[config.mk]
export PLATFORM = sky130hd
export DESIGN_NAME = phase_angle_dimmer_flat
export DESIGN_NICKNAME = d
export VERILOG_FILES = /design/src/hw/rtl/pad_pkg.sv /design/src/hw/rtl/pad_chan_if.sv /design/src/hw/rtl/phase_angle_dimmer.sv /design/src/hw/rtl/pad_delay.sv /design/src/hw/rtl/pad_core.sv /design/src/flat_wrapper.sv
export SDC_FILE = /design/constraint.sdc
export NUM_CORES = 1
export LEC_CHECK = 0
export ABC_CLOCK_PERIOD_IN_PS = 9110
export BUFFER_PORTS_ARGS = -buffer_cell sky130_fd_sc_hd__buf_2
export CAP_MARGIN = 20
export CORE_MARGIN = 2
export CORE_UTILIZATION = 24
export CTS_CLUSTER_DIAMETER = 60
export DETAILED_ROUTE_END_ITERATION = 10
export PLACE_DENSITY = 0.42
export SYNTH_ARGS = -nofsm -noshare
export SYNTH_HDL_FRONTEND = slang
export SYNTH_SLANG_ARGS = --single-unit
[constraint.sdc]
create_clock -name clk -period 9.11 [get_ports clk]
set_clock_uncertainty 0.05 [all_clocks]
set_input_delay 0.911 -clock clk [delete_from_list [all_inputs] [get_ports clk]]
set_output_delay 0.911 -clock clk [all_outputs]
set_load 0.005 [all_outputs]
[src/hw/rtl/pad_pkg.sv]
// Package: shared types, constants and the power step table of the phase-angle dimmer.
`timescale 1ns / 1ps

package pad_pkg;

	localparam int unsigned HALF_PERIOD_TICKS = 10000;

	localparam logic [15:0] HALF_PERIOD    = 16'(HALF_PERIOD_TICKS);
	localparam logic [15:0] FULL_LEVEL_ADD = 16'd100;
	localparam logic [7:0]  LEVEL_OFF      = 8'd0;
	localparam logic [7:0]  LEVEL_FULL     = 8'd255;
	localparam logic [7:0]  GATE_RESET     = 8'd16;

	typedef enum logic [1:0] {
		CFG_DIM_LEVEL   = 2'd0,
		CFG_CROSS_OFS   = 2'd1,
		CFG_GATE_TICKS  = 2'd2
	} cfg_idx_t;

	typedef struct packed {
		logic [7:0]  dim_level;
		logic [14:0] crossing_offset;
		logic [7:0]  gate_pulse_ticks;
	} cfg_t;

	typedef struct packed {
		logic        gate_drive;
		logic        armed;
		logic [15:0] fire_delay;
	} result_t;

	// Power step table; the last entry only pads it to 128 and its value is never used.
	localparam logic [12:0] STEP_TAB [128] = '{
		13'd845,  13'd1068, 13'd1225, 13'd1352, 13'd1459, 13'd1553, 13'd1638, 13'd1716,
		13'd1788, 13'd1855, 13'd1917, 13'd1976, 13'd2032, 13'd2086, 13'd2138, 13'd2188,
		13'd2236, 13'd2282, 13'd2327, 13'd2370, 13'd2412, 13'd2453, 13'd2493, 13'd2532,
		13'd2570, 13'd2607, 13'd2643, 13'd2679, 13'd2714, 13'd2748, 13'd2782, 13'd2815,
		13'd2848, 13'd2880, 13'd2911, 13'd2942, 13'd2972, 13'd3002, 13'd3032, 13'd3061,
		13'd3090, 13'd3119, 13'd3147, 13'd3175, 13'd3203, 13'd3230, 13'd3257, 13'd3284,
		13'd3311, 13'd3337, 13'd3363, 13'd3389, 13'd3415, 13'd3440, 13'd3465, 13'd3490,
		13'd3515, 13'd3539, 13'd3563, 13'd3587, 13'd3611, 13'd3635, 13'd3659, 13'd3682,
		13'd3705, 13'd3728, 13'd3751, 13'd3774, 13'd3797, 13'd3820, 13'd3843, 13'd3865,
		13'd3887, 13'd3909, 13'd3931, 13'd3953, 13'd3975, 13'd3997, 13'd4019, 13'd4041,
		13'd4062, 13'd4083, 13'd4104, 13'd4125, 13'd4146, 13'd4167, 13'd4188, 13'd4209,
		13'd4230, 13'd4251, 13'd4272, 13'd4292, 13'd4313, 13'd4333, 13'd4354, 13'd4374,
		13'd4395, 13'd4415, 13'd4435, 13'd4455, 13'd4476, 13'd4496, 13'd4516, 13'd4536,
		13'd4556, 13'd4576, 13'd4596, 13'd4615, 13'd4635, 13'd4655, 13'd4675, 13'd4694,
		13'd4714, 13'd4734, 13'd4754, 13'd4773, 13'd4793, 13'd4813, 13'd4832, 13'd4852,
		13'd4872, 13'd4891, 13'd4911, 13'd4931, 13'd4951, 13'd4970, 13'd4990, 13'd0
	};

endpackage

[src/hw/rtl/pad_chan_if.sv]
// Interfaces: tick input channel and result output channel.
`timescale 1ns / 1ps

interface pad_in_if;
	logic valid;
	logic ready;
	logic zc_level;

	modport source (output valid, output zc_level, input ready);
	modport sink (input valid, input zc_level, output ready);
endinterface

interface pad_out_if;
	logic        valid;
	logic        ready;
	logic        gate_drive;
	logic        armed;
	logic [15:0] fire_delay;

	modport source (output valid, output gate_drive, output armed, output fire_delay,
		input ready);
	modport sink (input valid, input gate_drive, input armed, input fire_delay,
		output ready);
endinterface

[src/hw/rtl/phase_angle_dimmer.sv]
// Top level of the triac phase-angle dimmer: configuration registers and tick pipeline.
//
// Channel      Dir  Payload                           Transfer
// tick_in      in   zc_level                          valid && ready
// result_out   out  gate_drive, armed, fire_delay     valid && ready
// cfg_*        in   cfg_idx, cfg_data (15 bits)       cfg_we
//
// One tick is taken every clock cycle while the pipeline is not stalled; the tick is
// captured in the input register, its result is loaded into the result register
// when the pipeline advances, and from there it can transfer.
// The delay is computed in the same cycle as the crossing: table read, for the lower
// half a subtraction from the half period, one add and a compare-subtract against it.
// Reset clears the counter, arming and pulse, sets the previous detector
// level high and the gate width to 16.
// A stalled result holds in its register; one more tick waits in the input
// register, then tick_in.ready drops.
`timescale 1ns / 1ps

module phase_angle_dimmer import pad_pkg::*; (
	input  logic             clk,
	input  logic             arst_n,
	input  logic             cfg_we,
	input  logic [1:0]       cfg_idx,
	input  logic [14:0]      cfg_data,
	pad_in_if.sink           tick_in,
	pad_out_if.source        result_out
);

	cfg_t    cfg_q;
	result_t res;

	// Write the register picked by the index; an unknown index is dropped.
	always_ff @(posedge clk or negedge arst_n) begin
		if (!arst_n) begin
			cfg_q.dim_level        <= LEVEL_OFF;
			cfg_q.crossing_offset  <= 15'd0;
			cfg_q.gate_pulse_ticks <= GATE_RESET;
		end else if (cfg_we) begin
			case (cfg_idx)
				CFG_DIM_LEVEL:  cfg_q.dim_level        <= cfg_data[7:0];
				CFG_CROSS_OFS:  cfg_q.crossing_offset  <= cfg_data;
				CFG_GATE_TICKS: cfg_q.gate_pulse_ticks <= cfg_data[7:0];
				default: ;
			endcase
		end
	end

	pad_core u_core (
		.clk       (clk),
		.arst_n    (arst_n),
		.cfg       (cfg_q),
		.in_valid  (tick_in.valid),
		.in_ready  (tick_in.ready),
		.in_zc     (tick_in.zc_level),
		.out_valid (result_out.valid),
		.out_ready (result_out.ready),
		.out_res   (res)
	);

	assign result_out.gate_drive = res.gate_drive;
	assign result_out.armed      = res.armed;
	assign result_out.fire_delay = res.fire_delay;

endmodule

[src/hw/rtl/pad_delay.sv]
// Firing delay from dimming level and crossing offset.
`timescale 1ns / 1ps

module pad_delay import pad_pkg::*; (
	input  logic [7:0]  dim_level,
	input  logic [14:0] crossing_offset,
	output logic [15:0] fire_delay
);

	logic [6:0]  tab_idx;
	logic [12:0] tab_val;
	logic [15:0] addend;
	logic [16:0] sum;
	logic [16:0] wrapped;

	// Upper half counts down the table from its end.
	assign tab_idx = dim_level[7] ? (7'd126 - dim_level[6:0]) : (dim_level[6:0] - 7'd1);
	assign tab_val = STEP_TAB[tab_idx];

	always_comb begin
		if (dim_level == LEVEL_OFF) begin
			addend = 16'd0;
		end else if (dim_level == LEVEL_FULL) begin
			addend = FULL_LEVEL_ADD;
		end else if (dim_level[7]) begin
			addend = {3'd0, tab_val};
		end else begin
			addend = HALF_PERIOD - {3'd0, tab_val};
		end
	end

	assign sum     = {2'd0, crossing_offset} + {1'b0, addend};
	// Subtract the half period once at most.
	assign wrapped = (sum > {1'b0, HALF_PERIOD}) ? (sum - {1'b0, HALF_PERIOD}) : sum;
	assign fire_delay = wrapped[15:0];

endmodule

[src/hw/rtl/pad_core.sv]
// Tick pipeline: input register, crossing detect, arming, gate pulse and result register.
`timescale 1ns / 1ps

module pad_core import pad_pkg::*; (
	input  logic    clk,
	input  logic    arst_n,
	input  cfg_t    cfg,
	input  logic    in_valid,
	output logic    in_ready,
	input  logic    in_zc,
	output logic    out_valid,
	input  logic    out_ready,
	output result_t out_res
);

	logic        valid_s1;
	logic        zc_s1;
	logic        prev_zc_q;
	logic [15:0] tick_q;
	logic [15:0] cmp_q;
	logic        armed_q;
	logic [7:0]  pulse_q;
	logic        out_valid_q;
	result_t     res_q;

	logic        advance;
	logic        fall;
	logic        load;
	logic [15:0] delay;
	logic [15:0] tick_inc;
	logic        hit;
	logic [15:0] tick_n;
	logic [15:0] cmp_n;
	logic        armed_n;
	logic [7:0]  pulse_n;
	logic        gate;

	pad_delay u_delay (
		.dim_level       (cfg.dim_level),
		.crossing_offset (cfg.crossing_offset),
		.fire_delay      (delay)
	);

	assign advance  = valid_s1 && (!out_valid_q || out_ready);
	assign in_ready = !valid_s1 || advance;

	assign fall     = prev_zc_q && !zc_s1;
	assign load     = fall && (cfg.dim_level != LEVEL_OFF);
	assign tick_inc = tick_q + 16'd1;
	assign hit      = !load && armed_q && (tick_inc == cmp_q);

	always_comb begin
		tick_n  = load ? 16'd0 : tick_inc;
		cmp_n   = load ? delay : cmp_q;
		armed_n = load ? 1'b1 : (hit ? 1'b0 : armed_q);
		pulse_n = hit ? cfg.gate_pulse_ticks : pulse_q;
	end

	assign gate = (pulse_n != 8'd0);

	always_ff @(posedge clk or negedge arst_n) begin
		if (!arst_n) begin
			valid_s1 <= 1'b0;
		end else if (in_ready) begin
			valid_s1 <= in_valid;
		end
	end

	always_ff @(posedge clk) begin
		if (in_ready && in_valid) begin
			zc_s1 <= in_zc;
		end
	end

	always_ff @(posedge clk or negedge arst_n) begin
		if (!arst_n) begin
			prev_zc_q   <= 1'b1;
			tick_q      <= 16'd0;
			cmp_q       <= 16'd0;
			armed_q     <= 1'b0;
			pulse_q     <= 8'd0;
			out_valid_q <= 1'b0;
		end else begin
			if (advance) begin
				prev_zc_q   <= zc_s1;
				tick_q      <= tick_n;
				cmp_q       <= cmp_n;
				armed_q     <= armed_n;
				pulse_q     <= gate ? (pulse_n - 8'd1) : pulse_n;
				out_valid_q <= 1'b1;
			end else if (out_ready) begin
				out_valid_q <= 1'b0;
			end
		end
	end

	always_ff @(posedge clk) begin
		if (advance) begin
			res_q.gate_drive <= gate;
			res_q.armed      <= armed_n;
			res_q.fire_delay <= cmp_n;
		end
	end

	assign out_valid = out_valid_q;
	assign out_res   = res_q;

endmodule

[src/flat_wrapper.sv]
// flat-port wrapper written by rule: the top's interface ports become plain ports
module phase_angle_dimmer_flat import pad_pkg::*;
  (clk, arst_n, cfg_we, cfg_idx, cfg_data, tick_in_valid, tick_in_zc_level, tick_in_ready, result_out_valid, result_out_gate_drive, result_out_armed, result_out_fire_delay, result_out_ready);
  pad_in_if tick_in_i ();
  pad_out_if result_out_i ();
  input  logic clk;
  input  logic arst_n;
  input  logic cfg_we;
  input  logic [1:0] cfg_idx;
  input  logic [14:0] cfg_data;
  input wire logic [$bits(tick_in_i.valid)-1:0] tick_in_valid;
  input wire logic [$bits(tick_in_i.zc_level)-1:0] tick_in_zc_level;
  output wire logic [$bits(tick_in_i.ready)-1:0] tick_in_ready;
  output wire logic [$bits(result_out_i.valid)-1:0] result_out_valid;
  output wire logic [$bits(result_out_i.gate_drive)-1:0] result_out_gate_drive;
  output wire logic [$bits(result_out_i.armed)-1:0] result_out_armed;
  output wire logic [$bits(result_out_i.fire_delay)-1:0] result_out_fire_delay;
  input wire logic [$bits(result_out_i.ready)-1:0] result_out_ready;
  assign tick_in_i.valid = tick_in_valid;
  assign tick_in_i.zc_level = tick_in_zc_level;
  assign tick_in_ready = tick_in_i.ready;
  assign result_out_valid = result_out_i.valid;
  assign result_out_gate_drive = result_out_i.gate_drive;
  assign result_out_armed = result_out_i.armed;
  assign result_out_fire_delay = result_out_i.fire_delay;
  assign result_out_i.ready = result_out_ready;
  phase_angle_dimmer u_core (.clk(clk), .arst_n(arst_n), .cfg_we(cfg_we), .cfg_idx(cfg_idx), .cfg_data(cfg_data), .tick_in(tick_in_i), .result_out(result_out_i));
endmodule
==> results.txt <==
unrepaired setup endpoints after global routing - false
critical path capture point type - flip-flop
max-slew violation count - 0
Boundary Pins - 43
Crit Path Max Fanout - 37
Worst setup SP type - flip-flop
Die W - 199 um
layout cell share with drive strength beyond 1 - 14.2%
FF+latch count, synth - 94
EDFF count, synth - 19
final hold violations - 0
Vias - 8782
Max clock buf depth - 2
R2R setup slack - 0.88 ns
reg2reg end - u_core.u_core.out_res[14]
CP Capture Point - u_core.u_core.out_res[14]
Yosys top cell area share - 20.0%
Area Overhead vs Synth - 11.0%
GPL Wtd Cong - 0.922
DRT Wirelength - 30.1 mm
Clock Sinks - 94
synthesized instance count - 1132
count leader, synth - nand2_1
Setup crit start - u_core.cfg_q[24]
ANT nets after route - 0
Starting DRT DRC Count - 676
global-route wire length before repair - 48.1 mm
clock-pin slew on the worst setup and hold paths - 0.07 ns
# DRC - 0
total CTS buffers - 9
cell area after layout - 10100 sq um
worst path arrival time - 8.28 ns
reg-to-reg critical path startpoint - u_core.cfg_q[24]
starting density of the core - 24.3%
Rows - 71
postcts setup bufs - 0
Area after DPL - 9770 sq um
diode count - 0
PostCTS Resize Cnt - 0
post-DR vias/cell - 5.33
CTS tree - yes
Tot Pwr - 0.00390 W
fmax - 0.122 GHz
Port Buffers - 42
top post-synthesis cells by area - dfrtp_1, edfxtp_1, nand2_1
Clock Latency Late Sink - 0.36 ns
Final setup viols - 0
vias in the first global route - 8397
pwr dens - 386 nW/um^2
Ys Warns - 0
async set-reset flop share out of synthesis - 79.8%
Crit Path Class - reg2reg
top post-synthesis cells by count - nand2_1, o21ai_0, dfrtp_1
Worst Hold Class - in2async
pin count of the biggest net entering global routing - 62
Top FF cell, synth - dfrtp_1
1st-pass router iterations - 5
Post-Syn Nets - 1196
core box area - 37500 sq um
final-layout fill cell count - 4101
post-synthesis sequential area ratio - 26.9%
worst rel slew slack - 35.9%
clk root buf - clkbuf_16
Req. time, crit path - 9.17 ns
Overflow after GRT - 0
Tot GR Track Use - 15.4%
setup_tns - 0 ns
Post-layout nets - 1195
Max Cap Violations - 0
Synth cell types - 92
die height - 199 um
status - complete, no violations
Mean Syn Cell Area - 8.05 sq um
die footprint - 39500 sq um
Yosys top cell by area - dfrtp_1
hold buffers post-CTS - 0
initial antenna violation count - 0
H-tree levels - 3
Tightest Pin Transition - 0.949 ns
WL per Instance - 18.3 um
Util after Layout - 27.0%
period utilization - 90.3%
leakage - 3.90 nW
fin crit period - 8.23 ns
synthesized cell area - 9110 sq um
DP HPWL - 22.0 mm
Reg2Reg Depth - 27
Worst VDD drop - 0.000125 V
## layout make-up
| type | instances | area (sq um) | area share (%) |
|---|---|---|---|
| clock buffer | 9 | 225 | 2.23 |
| clock inverter | 7 | 120 | 1.19 |
| inverter | 31 | 116 | 1.15 |
| multi-input combinational | 926 | 6150 | 60.8 |
| sequential | 94 | 2450 | 24.2 |
| tap | 511 | 639 | 6.32 |
| timing repair buffer | 69 | 415 | 4.11 |
## routing by layer
layer	share of wire (%)	up-vias	GRT usage, %
met1	46	4215	20.4
met3	4.2	57	1.88
met2	47	243	25.6
met4	2.9	0	5.80
met5	0	-	0
li1	-	4267	-
## cell usage in the layout, fill, tap and decap left out, drive strengths merged, types with 19 or more instances in the layout
cell and instances:
a21oi 61, xnor2 25, a211oi 28, inv 33
dfrtp 73, nand2 144, edfxtp 19, nor2 63
ha 40, o21ai 112, nand3 35, a31oi 23
mux2 32, nor3 45, buf 69
## where the power goes
group	switching, W	leakage (nW)	internal [W]
Sequential	0.000116	1.09	0.000561
Clock	0.000175	0.166	0.000270
Combinational	0.00171	2.64	0.00107
## through the flow
step	std cells	hold WS, ns	setup WS (ns)
after floorplan	1132	0.395	1.78
after CTS	1647	0.343	0.925
after global placement	1631	0.428	1.07
final	1647	0.347	0.882
after global routing	1647	0.358	0.263
after detailed placement	1631	0.428	0.991
## worst min-delay path by stage
stage	endpoint	slack [ns]	depth (start not counted)
final	u_core.u_core.pulse_q[4]	0.35	1
after global routing	u_core.u_core.pulse_q[4]	0.36	1
after global placement	u_core.u_core.armed_q	0.43	2
after detailed placement	u_core.u_core.armed_q	0.43	2
after floorplan	u_core.u_core.armed_q	0.40	2
after CTS	u_core.u_core.pulse_q[4]	0.34	1
## logic make-up (layout without fill, tap and decap cells)
group,count (synthesis),after routing,share of synthesized area [%]
AOI/OAI and AO/OA,381,381,29.0
and+or+nand+nor,416,416,23.1
muxes,47,47,5.60
DFF,94,94,26.9
adders and majority gates,41,41,5.71
buffers and inverters,112,116,5.75
xor gates and xnor gates,41,41,3.94
## flip-flops by register name, summed over array words and instances (netlist names)
signal and cells:
u_core.u_core.cmp_q 16, u_core.u_core.out_res 18, u_core.u_core.pulse_q 8, u_core.u_core.tick_q 16, u_core.u_core.out_valid 1, u_core.u_core.prev_zc_q 1, u_core.u_core.zc_s1 1, u_core.cfg_q 31
u_core.u_core.armed_q 1, u_core.u_core.valid_s1 1
## critical path: stages (launching register included)
cell and delay (ns):
dfrtp_1 0.41, inv_1 0.22, ha_1 0.64, nand2b_1 0.30, a221o_1 0.51, nand2_4 0.37, nor2_1 0.17, a32o_1 0.32
a31oi_1 0.18, a21o_1 0.27, ha_1 0.27, nor2b_1 0.12, o21ai_0 0.32, inv_1 0.08, ha_1 0.29, a211oi_1 0.41
o21ai_0 0.16, a211oi_1 0.29, or2_2 0.19, ha_1 0.15, nand2_1 0.05, or4_1 0.41, a211oi_1 0.30, o211ai_1 0.17
o211ai_1 0.69, a211oi_1 0.16, a21o_1 0.20, mux2_2 0.25
Power figures use the tool's default switching activity.
